`config.mk`:
```
export PLATFORM = sky130hd
export DESIGN_NAME = ps2_mouse_packet_decoder
export DESIGN_NICKNAME = d
export VERILOG_FILES = /design/src/sv/pmd_pkg.sv /design/src/sv/pmd_front.sv /design/src/sv/pmd_queue.sv /design/src/sv/pmd_back.sv /design/src/sv/ps2_mouse_packet_decoder.sv
export VERILOG_INCLUDE_DIRS = /design/src /design/src/sv
export SDC_FILE = /design/constraint.sdc
export NUM_CORES = 1
export LEC_CHECK = 0
export BUFFER_PORTS_ARGS = -buffer_cell sky130_fd_sc_hd__buf_2
export CAP_MARGIN = 20
export CORE_AREA = 3 3 177 179
export CTS_BUF_LIST = sky130_fd_sc_hd__clkbuf_2 sky130_fd_sc_hd__clkbuf_4 sky130_fd_sc_hd__clkbuf_8
export DETAILED_ROUTE_END_ITERATION = 10
export DIE_AREA = 0 0 180 182
export GPL_ROUTABILITY_DRIVEN = 0
export SLEW_MARGIN = 25
export SYNTH_ARGS = -nofsm -noshare
export SYNTH_HDL_FRONTEND = slang
export SYNTH_SLANG_ARGS = --single-unit
```
`constraint.sdc`:
```
create_clock -name clk -period 6.4 [get_ports clk]
set_input_delay 1.28 -clock clk [delete_from_list [all_inputs] [get_ports clk]]
set_output_delay 1.28 -clock clk [all_outputs]
set_load 0.02 [all_outputs]
```
`src/sv/assert_macros.svh`:
```
// Assertion helpers for the mouse packet decoder, clocked on clk, disabled in reset
`ifndef ASSERT_MACROS_SVH
`define ASSERT_MACROS_SVH
`ifndef SYNTHESIS
`define PMD_ASSERT(label, prop) \
	label: assert property (@(posedge clk) disable iff (!arst_n) prop) \
		else $error("pmd: property failed");
`define PMD_ASSERT_NEVER(label, expr) \
	label: assert property (@(posedge clk) disable iff (!arst_n) !(expr)) \
		else $error("pmd: forbidden condition seen");
`else
`define PMD_ASSERT(label, prop)
`define PMD_ASSERT_NEVER(label, expr)
`endif
`endif

```
`src/sv/pmd_pkg.sv`:
```
package pmd_pkg;

	localparam int CFG_W        = 13;
	localparam int RESET_WIDTH  = 1024;
	localparam int RESET_HEIGHT = 768;
	localparam int Q_DEPTH      = 4;
	localparam int EV_CNT       = 5;

	typedef enum logic [1:0] {
		EV_MOVE  = 2'd0,
		EV_DOWN  = 2'd1,
		EV_UP    = 2'd2,
		EV_WHEEL = 2'd3
	} event_kind_t;

	typedef enum logic [1:0] {
		REG_WHEEL_MODE    = 2'd0,
		REG_SCREEN_WIDTH  = 2'd1,
		REG_SCREEN_HEIGHT = 2'd2
	} reg_index_t;

	// one decoded packet; dx/dy are the raw 9-bit two's complement deltas,
	// wheel is already negated
	typedef struct packed {
		logic [2:0] buttons;
		logic [8:0] dx;
		logic [8:0] dy;
		logic [4:0] wheel;
	} pkt_t;

endpackage

```
`src/sv/pmd_front.sv`:
```
module pmd_front import pmd_pkg::*; (
	input  logic             clk,
	input  logic             arst_n,
	input  logic             cfg_we,
	input  logic [1:0]       cfg_index,
	input  logic [CFG_W-1:0] cfg_data,
	input  logic             s_tvalid,
	output logic             s_tready,
	input  logic [7:0]       s_tdata,
	input  logic             q_full,
	output logic             q_push,
	output pkt_t             q_data
);

	logic       wheel_mode_q;
	logic [1:0] pos_q;
	logic [7:0] held_q [3];

	logic       accept;
	logic       drop;
	logic       complete;
	logic [1:0] last_pos;
	logic [7:0] flags;
	logic [7:0] pkt2;
	logic [3:0] nib;

	assign s_tready = !q_full;
	assign accept   = s_tvalid && s_tready;
	assign drop     = (pos_q == 2'd0) && !s_tdata[3];
	assign last_pos = wheel_mode_q ? 2'd3 : 2'd2;
	assign complete = pos_q >= last_pos;

	assign flags = held_q[0];
	assign pkt2  = (pos_q == 2'd2) ? s_tdata : held_q[2];
	assign nib   = s_tdata[3:0];

	always_comb begin
		q_data.buttons = flags[2:0];
		q_data.dx      = {flags[4], held_q[1]};
		q_data.dy      = {flags[5], pkt2};
		q_data.wheel   = wheel_mode_q ? (5'd0 - {nib[3], nib}) : 5'd0;
	end

	// overflow packets vanish here; only the byte count moves
	assign q_push = accept && !drop && complete && !(flags[7] || flags[6]);

	always_ff @(posedge clk or negedge arst_n) begin
		if (!arst_n) begin
			wheel_mode_q <= 1'b0;
			pos_q        <= 2'd0;
		end else begin
			if (cfg_we && (cfg_index == REG_WHEEL_MODE))
				wheel_mode_q <= cfg_data[0];
			if (accept && !drop)
				pos_q <= complete ? 2'd0 : pos_q + 2'd1;
		end
	end

	always_ff @(posedge clk) begin
		if (accept && !drop && !complete) begin
			case (pos_q)
				2'd0: held_q[0] <= s_tdata;
				2'd1: held_q[1] <= s_tdata;
				2'd2: held_q[2] <= s_tdata;
				default: ;
			endcase
		end
	end

endmodule

```
`src/sv/pmd_queue.sv`:
```
module pmd_queue import pmd_pkg::*; (
	input  logic clk,
	input  logic arst_n,
	input  logic push,
	input  pkt_t din,
	output logic full,
	input  logic pop,
	output logic valid,
	output pkt_t dout
);

	localparam int AW = $clog2(Q_DEPTH);

	pkt_t          mem_q [Q_DEPTH];
	logic [AW-1:0] wr_q;
	logic [AW-1:0] rd_q;
	logic [AW:0]   cnt_q;

	assign full  = cnt_q == (AW+1)'(Q_DEPTH);
	assign valid = cnt_q != '0;
	assign dout  = mem_q[rd_q];

	always_ff @(posedge clk or negedge arst_n) begin
		if (!arst_n) begin
			wr_q  <= '0;
			rd_q  <= '0;
			cnt_q <= '0;
		end else begin
			if (push)
				wr_q <= (wr_q == AW'(Q_DEPTH - 1)) ? '0 : wr_q + AW'(1);
			if (pop)
				rd_q <= (rd_q == AW'(Q_DEPTH - 1)) ? '0 : rd_q + AW'(1);
			case ({push, pop})
				2'b10:   cnt_q <= cnt_q + (AW+1)'(1);
				2'b01:   cnt_q <= cnt_q - (AW+1)'(1);
				default: cnt_q <= cnt_q;
			endcase
		end
	end

	always_ff @(posedge clk) begin
		if (push)
			mem_q[wr_q] <= din;
	end

endmodule

```
`src/sv/pmd_back.sv`:
```
module pmd_back import pmd_pkg::*; #(
	parameter int COORD_BITS = 12
) (
	input  logic                  clk,
	input  logic                  arst_n,
	input  logic                  cfg_we,
	input  logic [1:0]            cfg_index,
	input  logic [CFG_W-1:0]      cfg_data,
	input  logic                  q_valid,
	input  pkt_t                  q_data,
	output logic                  q_pop,
	output logic                  m_tvalid,
	input  logic                  m_tready,
	output event_kind_t           ev_kind,
	output logic [COORD_BITS-1:0] ptr_x,
	output logic [COORD_BITS-1:0] ptr_y,
	output logic signed [8:0]     delta_x,
	output logic signed [9:0]     delta_y,
	output logic [2:0]            button_mask,
	output logic [2:0]            changed_button,
	output logic signed [4:0]     wheel_step,
	output logic                  last_of_run
);

	localparam int EW  = COORD_BITS + 1;
	localparam int CW  = (EW > CFG_W) ? EW : CFG_W;
	localparam int SW  = COORD_BITS + 2;
	localparam int LIM = 2 ** COORD_BITS;
	localparam int RST_WE = (RESET_WIDTH > LIM) ? LIM : RESET_WIDTH;
	localparam int RST_HE = (RESET_HEIGHT > LIM) ? LIM : RESET_HEIGHT;
	localparam logic [COORD_BITS-1:0] RST_XMAX = COORD_BITS'(RST_WE - 1);
	localparam logic [COORD_BITS-1:0] RST_YMAX = COORD_BITS'(RST_HE - 1);
	localparam logic [COORD_BITS-1:0] RST_X    = COORD_BITS'(RST_WE / 2);
	localparam logic [COORD_BITS-1:0] RST_Y    = COORD_BITS'(RST_HE / 2);

	function automatic logic [CW-1:0] eff_bound(input logic [CFG_W-1:0] b);
		logic [CW-1:0] be;
		logic [CW-1:0] lim;
		be  = CW'(b);
		lim = CW'(1) << COORD_BITS;
		if (b == '0)
			return CW'(1);
		else if (be > lim)
			return lim;
		else
			return be;
	endfunction

	// cursor state and bounds
	logic [COORD_BITS-1:0] px_q, py_q, xmax_q, ymax_q;
	logic [2:0]            btn_q;
	// packet being unrolled into events
	logic [EV_CNT-1:0]     pend_q;
	logic signed [8:0]     dx_q;
	logic signed [9:0]     ndy_q;
	logic signed [4:0]     wheel_q;
	// output register
	logic                  ovalid_q;
	event_kind_t           kind_q;
	logic [COORD_BITS-1:0] ox_q, oy_q;
	logic signed [8:0]     odx_q;
	logic signed [9:0]     ondy_q;
	logic [2:0]            obtn_q, ochg_q;
	logic signed [4:0]     owhl_q;
	logic                  olast_q;

	logic [CW-1:0]         eff_v, eff_m1, eff_half;
	logic signed [8:0]     dx_in, dy_in;
	logic signed [SW-1:0]  sx, sy;
	logic [COORD_BITS-1:0] nx, ny;
	logic [EV_CNT-1:0]     pick, rest, new_pend;
	logic                  load_ok, emit;
	event_kind_t           pick_kind;

	assign eff_v    = eff_bound(cfg_data);
	assign eff_m1   = eff_v - CW'(1);
	assign eff_half = eff_v >> 1;

	assign dx_in = $signed(q_data.dx);
	assign dy_in = $signed(q_data.dy);
	assign sx    = $signed({2'b00, px_q}) + SW'(dx_in);
	assign sy    = $signed({2'b00, py_q}) - SW'(dy_in);

	always_comb begin
		if (sx < 0)
			nx = '0;
		else if (sx > $signed({2'b00, xmax_q}))
			nx = xmax_q;
		else
			nx = sx[COORD_BITS-1:0];
		if (sy < 0)
			ny = '0;
		else if (sy > $signed({2'b00, ymax_q}))
			ny = ymax_q;
		else
			ny = sy[COORD_BITS-1:0];
	end

	// event order: move, left, right, middle, wheel
	assign new_pend = {q_data.wheel != 5'd0, q_data.buttons ^ btn_q,
		(q_data.dx != 9'd0) || (q_data.dy != 9'd0)};

	assign pick    = pend_q & (~pend_q + EV_CNT'(1));
	assign rest    = pend_q & ~pick;
	assign load_ok = !ovalid_q || m_tready;
	assign emit    = (pend_q != '0) && load_ok;
	assign q_pop   = q_valid && ((pend_q == '0) || (emit && (rest == '0)));

	always_comb begin
		if (pick[0])
			pick_kind = EV_MOVE;
		else if (pick[EV_CNT-1])
			pick_kind = EV_WHEEL;
		else if ((pick[3:1] & btn_q) != 3'd0)
			pick_kind = EV_DOWN;
		else
			pick_kind = EV_UP;
	end

	always_ff @(posedge clk or negedge arst_n) begin
		if (!arst_n) begin
			px_q     <= RST_X;
			py_q     <= RST_Y;
			xmax_q   <= RST_XMAX;
			ymax_q   <= RST_YMAX;
			btn_q    <= 3'd0;
			pend_q   <= '0;
			ovalid_q <= 1'b0;
		end else begin
			if (q_pop) begin
				px_q   <= nx;
				py_q   <= ny;
				btn_q  <= q_data.buttons;
				pend_q <= new_pend;
			end else if (emit) begin
				pend_q <= rest;
			end
			if (emit)
				ovalid_q <= 1'b1;
			else if (m_tready)
				ovalid_q <= 1'b0;
			// user must make bound writes only while idle (not enforced here); recentre on either axis,
			// half of (max + 1) taken as max/2 rounded up so a full bound cannot wrap
			if (cfg_we && (cfg_index == REG_SCREEN_WIDTH)) begin
				xmax_q <= eff_m1[COORD_BITS-1:0];
				px_q   <= eff_half[COORD_BITS-1:0];
				py_q   <= (ymax_q >> 1) + COORD_BITS'(ymax_q[0]);
			end
			if (cfg_we && (cfg_index == REG_SCREEN_HEIGHT)) begin
				ymax_q <= eff_m1[COORD_BITS-1:0];
				py_q   <= eff_half[COORD_BITS-1:0];
				px_q   <= (xmax_q >> 1) + COORD_BITS'(xmax_q[0]);
			end
		end
	end

	always_ff @(posedge clk) begin
		if (q_pop) begin
			dx_q    <= dx_in;
			ndy_q   <= 10'sd0 - 10'(dy_in);
			wheel_q <= $signed(q_data.wheel);
		end
		if (emit) begin
			kind_q  <= pick_kind;
			ox_q    <= px_q;
			oy_q    <= py_q;
			odx_q   <= dx_q;
			ondy_q  <= ndy_q;
			obtn_q  <= btn_q;
			ochg_q  <= pick[3:1];
			owhl_q  <= pick[EV_CNT-1] ? wheel_q : 5'sd0;
			olast_q <= rest == '0;
		end
	end

	assign m_tvalid       = ovalid_q;
	assign ev_kind        = kind_q;
	assign ptr_x          = ox_q;
	assign ptr_y          = oy_q;
	assign delta_x        = odx_q;
	assign delta_y        = ondy_q;
	assign button_mask    = obtn_q;
	assign changed_button = ochg_q;
	assign wheel_step     = owhl_q;
	assign last_of_run    = olast_q;

endmodule

```
`src/sv/ps2_mouse_packet_decoder.sv`:
```
// PS/2 mouse packet decoder. Raw mouse bytes enter on the s_ side, one per cycle while
// s_tready is high; s_tready drops only when the four-packet queue between the byte
// assembler and the event generator is full. Each good packet leaves as zero to five
// events on the m_ side, one event per cycle while m_tready is high, tlast marking
// the last event of the packet, so sustained throughput is set by the event generator.
// A packet passes through the queue, the pending-event register and the output
// register before it shows on m_tvalid. Writes to the bound registers recentre the
// cursor and must only be made while the block is idle.
`include "assert_macros.svh"

module ps2_mouse_packet_decoder import pmd_pkg::*; #(
	parameter int COORD_BITS = 12
) (
	input  logic                      clk,
	input  logic                      arst_n,
	// configuration write port
	input  logic                      cfg_we,
	input  logic [1:0]                cfg_index,
	input  logic [CFG_W-1:0]          cfg_data,
	// byte input
	input  logic                      s_tvalid,
	output logic                      s_tready,
	input  logic [7:0]                s_tdata,   // data_byte
	// event output
	output logic                      m_tvalid,
	input  logic                      m_tready,
	// ptr_x, ptr_y, delta_x, delta_y, button_mask, changed_button, wheel_step
	output logic [((2*COORD_BITS+30+7)/8)*8-1:0] m_tdata,
	output logic [1:0]                m_tuser,   // event_kind
	output logic                      m_tlast    // last_of_run
);

	localparam int DW  = ((2*COORD_BITS + 30 + 7) / 8) * 8;
	localparam int PW  = 2*COORD_BITS + 30;

	logic                  q_full, q_push, q_pop, q_valid;
	pkt_t                  q_in, q_out;
	event_kind_t           ev_kind;
	logic [COORD_BITS-1:0] cx_w, cy_w;
	logic signed [8:0]     dx_w;
	logic signed [9:0]     dy_w;
	logic [2:0]            btn_w, chg_w;
	logic signed [4:0]     whl_w;
	logic                  ev_move_w, ev_btn_w, ev_wheel_w, btn_hit_w;

	pmd_front u_front (
		.clk       (clk),
		.arst_n    (arst_n),
		.cfg_we    (cfg_we),
		.cfg_index (cfg_index),
		.cfg_data  (cfg_data),
		.s_tvalid  (s_tvalid),
		.s_tready  (s_tready),
		.s_tdata   (s_tdata),
		.q_full    (q_full),
		.q_push    (q_push),
		.q_data    (q_in)
	);

	pmd_queue u_queue (
		.clk    (clk),
		.arst_n (arst_n),
		.push   (q_push),
		.din    (q_in),
		.full   (q_full),
		.pop    (q_pop),
		.valid  (q_valid),
		.dout   (q_out)
	);

	pmd_back #(
		.COORD_BITS (COORD_BITS)
	) u_back (
		.clk            (clk),
		.arst_n         (arst_n),
		.cfg_we         (cfg_we),
		.cfg_index      (cfg_index),
		.cfg_data       (cfg_data),
		.q_valid        (q_valid),
		.q_data         (q_out),
		.q_pop          (q_pop),
		.m_tvalid       (m_tvalid),
		.m_tready       (m_tready),
		.ev_kind        (ev_kind),
		.ptr_x          (cx_w),
		.ptr_y          (cy_w),
		.delta_x        (dx_w),
		.delta_y        (dy_w),
		.button_mask    (btn_w),
		.changed_button (chg_w),
		.wheel_step     (whl_w),
		.last_of_run    (m_tlast)
	);

	assign m_tdata = {(DW-PW)'(0), whl_w, chg_w, btn_w, dy_w, dx_w, cy_w, cx_w};
	assign m_tuser = ev_kind;

	assign ev_move_w  = m_tvalid && (ev_kind == EV_MOVE);
	assign ev_btn_w   = m_tvalid && (ev_kind == EV_DOWN || ev_kind == EV_UP);
	assign ev_wheel_w = m_tvalid && (ev_kind == EV_WHEEL);
	assign btn_hit_w  = (chg_w & btn_w) != 3'd0;

	`PMD_ASSERT(a_move_clean, ev_move_w |-> (chg_w == 3'd0) && (whl_w == 5'sd0))
	`PMD_ASSERT(a_button_event, ev_btn_w |-> $onehot(chg_w) && (btn_hit_w == (ev_kind == EV_DOWN)))
	`PMD_ASSERT_NEVER(a_wheel_nonzero, ev_wheel_w && (whl_w == 5'sd0))
	`PMD_ASSERT(a_run_continues, m_tvalid && m_tready && !m_tlast |=> m_tvalid)

endmodule
```
==> results by group <==
Outcome
  • Outcome: finished clean

Detailed routing
  • Router iterations before antenna repair: 5
  • Routed Wire Length: 31.4 mm
  • DRC viols: 0
  • Total number of vias: 8,706
  • Post-route ant nets: 0
  • Vias per cell: 5.49
  • 1st-iter DRT viols: around 560
  • Routed len/inst: 19.8 µm

CTS
  • Setup bufs post-CTS: 0
  • CTS tree: yes
  • Worst-Skew Late Latency: 0.59 ns
  • # clock sinks: about 280
  • PostCTS Resize Cnt: 0
  • Root Driver: clkbuf_8
  • Clock slew seen by the registers of the worst setup and hold paths: 0.06 ns
  • Clock buffer depth: 3
  • CTS buffer count: 46
  • H-tree depth: 2
  • Cts hold-fix bufs: 0

Global route
  • First-pass GRT wire length: roughly 50 mm
  • Initial antenna violation count: 3
  • Largest net degree at the start of global routing: 63
  • Total Routing Usage GR: 19.3%
  • GRT Residual Overflow: 0
  • Vias in the first global route: 8,897

Timing
  • Final setup viols: 0
  • Hold Fails Final Rpt: 0
  • Worst slew margin: 39.3%
  • Setup_tns: 0 ns
  • Final worst-path cycle share: between 80% and 90%
  • Unrepaired setup endpoints after global routing: false
  • Min cycle time layout: 5.28 ns
  • Worst-margin pin slew: 0.909 ns
  • Final WS setup: roughly 1.1 ns
  • Fmax: 189 MHz
  • Final Max Tran Viols: 0
  • Fin Clk Skew: 0.0249 ns

Power and ir drop
  • Pwr/cell area: 562 nW/µm²
  • Leak: 5.95 nW
  • VDD IR max: 0.254 mV

Floorplanning
  • Core Box Area: a little under 30,000 µm²
  • Die Width: 180 µm
  • Row count: 63
  • Initial core utilization: 45.2%
  • Die extent in y: approximately 180 µm
  • I/O pins: 89
  • Die ar.: 32,800 µm²

Hold path
  • Hold Path Depth: 0
  • HP Start: u_back.dx_q[5]
  • HP Class: flop to flop
  • End of the worst hold path: u_back.delta_x[5]

Setup path
  • Crit start category: flop
  • WP data required: approximately 7 ns
  • Setup Crit Path Kind: flop to flop
  • Critical Path End Type: flop
  • Critical Path Start: u_queue.rd_q[0]
  • Reg-to-reg setup timing slack: approximately 1.1 ns
  • Worst R2R Start: u_queue.rd_q[0]
  • R2r endpoint: u_back.px_q[9]
  • Crit path arrival time: approximately 5.8 ns
  • Worst R2R Path Depth: 18
  • Max FO, Critical Path: 16

Yosys
  • Unique masters post-synth: 73
  • Seq cells post-synth: 275
  • Sequential cell area fraction in the yosys report: 59.1%
  • Post-synth EDFFs: 208
  • Top-count cell post-synth: edfxtp_1
  • Post-synth top flop: edfxtp_1
  • Post-synthesis average cell area: 12.9 µm²
  • Post-synth ARST share: roughly 24%
  • Post-synth top cells: edfxtp_1, inv_1, o21ai_0
  • Area share of the leading cell type in the synthesized netlist: 46.5%
  • Ys Warns: 0
  • Cells after synthesis: 1,039
  • Mapped Area: about 13,000 µm²
  • Leading area contributor after synthesis: edfxtp_1
  • Main area contributors after synthesis: edfxtp_1, dfrtp_1, ha_1, dfstp_2, mux4_2

Cells and area
  • Layout cell share with drive strength beyond 1: 21.9%
  • Final net count: 1,257
  • Area grow syn2layout: 13.5%

Place
  • Input/output buffers: 86
  • Detailed placer's ending HPWL: 21.2 mm
  • Pre-CTS setup slack: ~1.1 ns

Flow run
  • Max cap viols: 0
## stage by stage
stage | power [mW] | hold slack [ns] | instance area [µm²] | utilization (%) | instances
6_report | 8.57 | 0.415 | 15300 | 51.4 | 1586
5_1_grt | 9.27 | 0.424 | 15300 | 51.4 | 1586
2_1_floorplan | 5.94 | 0.400 | 13400 | - | 1040
4_1_cts | 8.63 | 0.414 | 15300 | 51.3 | 1585
3_5_place_dp | 7.03 | 0.405 | 14300 | 48.3 | 1499
3_3_place_gp | 6.98 | 0.402 | 14300 | 48.3 | 1499
## critical path, stage by stage (launching register included)
cell	delay [ns]
dfrtp_2	0.69
mux4_2	0.62
ha_1	0.31
a21o_1	0.17
a21oi_1	0.29
o21ai_0	0.17
and2_1	0.20
o41ai_1	0.35
xnor2_1	0.23
ha_1	0.31
nand2_1	0.08
a2bb2oi_1	0.15
a21oi_1	0.08
nor2_1	0.09
a22oi_1	0.10
nor3_2	0.59
buf_4	0.29
mux2_2	0.34
o2bb2ai_1	0.12
## registers in the layout (all words and copies together) (netlist names), 9 cells and up
signal and flops:
u_back.ymax_q 12, u_queue.mem_q 104, u_back.ptr_y 12, u_back.py_q 12, u_back.delta_y 10, u_back.dx_q 9
u_back.xmax_q 12, u_back.ptr_x 12, u_back.delta_x 9, u_back.ndy_q 10, u_back.px_q 12, u_front.held_q 23
## metal layers
| layer | vias up | wire length [µm] | track usage [%] | part of all wire (%) |
|---|---|---|---|---|
| li1 | 4148 | - | - | - |
| met5 | - | 26 | 0 | 0.083 |
| met1 | 4210 | 14900 | 28.0 | 47 |
| met2 | 273 | 13900 | 29.6 | 44 |
| met3 | 71 | 1840 | 3.59 | 5.8 |
| met4 | 4 | 794 | 5.97 | 2.5 |
## cells by family (layout without fill, tap and decap cells)
kind of cell	count (synthesis)	count (layout)	share of synthesized area [%]
AO/OA/AOI/OAI	221	221	10.8
flip-flops	275	275	59.1
other	1	3	0.0279
multiplexers	64	64	7.27
XOR/XNOR	51	51	3.32
adder cells (fa/ha/maj)	73	73	6.94
buffers and inverters	107	262	3.20
AND/OR/NAND/NOR	247	247	9.30
## power by group
| group | switching (mW) | internal [mW] |
|---|---|---|
| clock network | 0.732 | 0.814 |
| registers | 0.313 | 2.54 |
| logic | 2.40 | 1.77 |
| total | 3.45 | 5.12 |
## final cells by class
class | count | area [µm²]
Fill cell | 2517 | 14500
Clock inverter | 26 | 164
Clock buffer | 60 | 744
Inverter | 75 | 282
Tap cell | 390 | 488
Multi-Input combinational cell | 658 | 5090
Sequential cell | 275 | 7950
Antenna cell | 1 | 2.50
Timing Repair Buffer | 101 | 543
## placed cells by master, fill, tap and decap left out, types with 9 or more instances in the layout
cell      count
a21o_1       14
a21oi_1      45
and3_1       18
buf_2        86
buf_4        15
clkbuf_4     13
clkbuf_8     47
clkinv_1     14
dfrtp_1      44
dfstp_2      22
edfxtp_1    208
ha_1         69
inv_1        75
mux2_2       19
mux2i_1      20
mux4_2       25
nand2_1      54
nand3_1      20
nand4_1      12
nor2_1       54
nor2b_1      13
nor3_1       22
o21ai_0      75
o22ai_1       9
xnor2_1      45
## how the worst max path moves through the flow
stage,to,depth (start not counted),slack (ns)
CTS,u_back.px_q[9],18,1.12
finish,u_back.px_q[9],18,1.12
global route,u_back.px_q[9],19,0.67
global placement,u_back.px_q[9],18,1.25
detailed placement,u_back.px_q[9],18,1.15
floorplan,u_back.py_q[2],19,1.53
(Power assumes the default switching activity.)
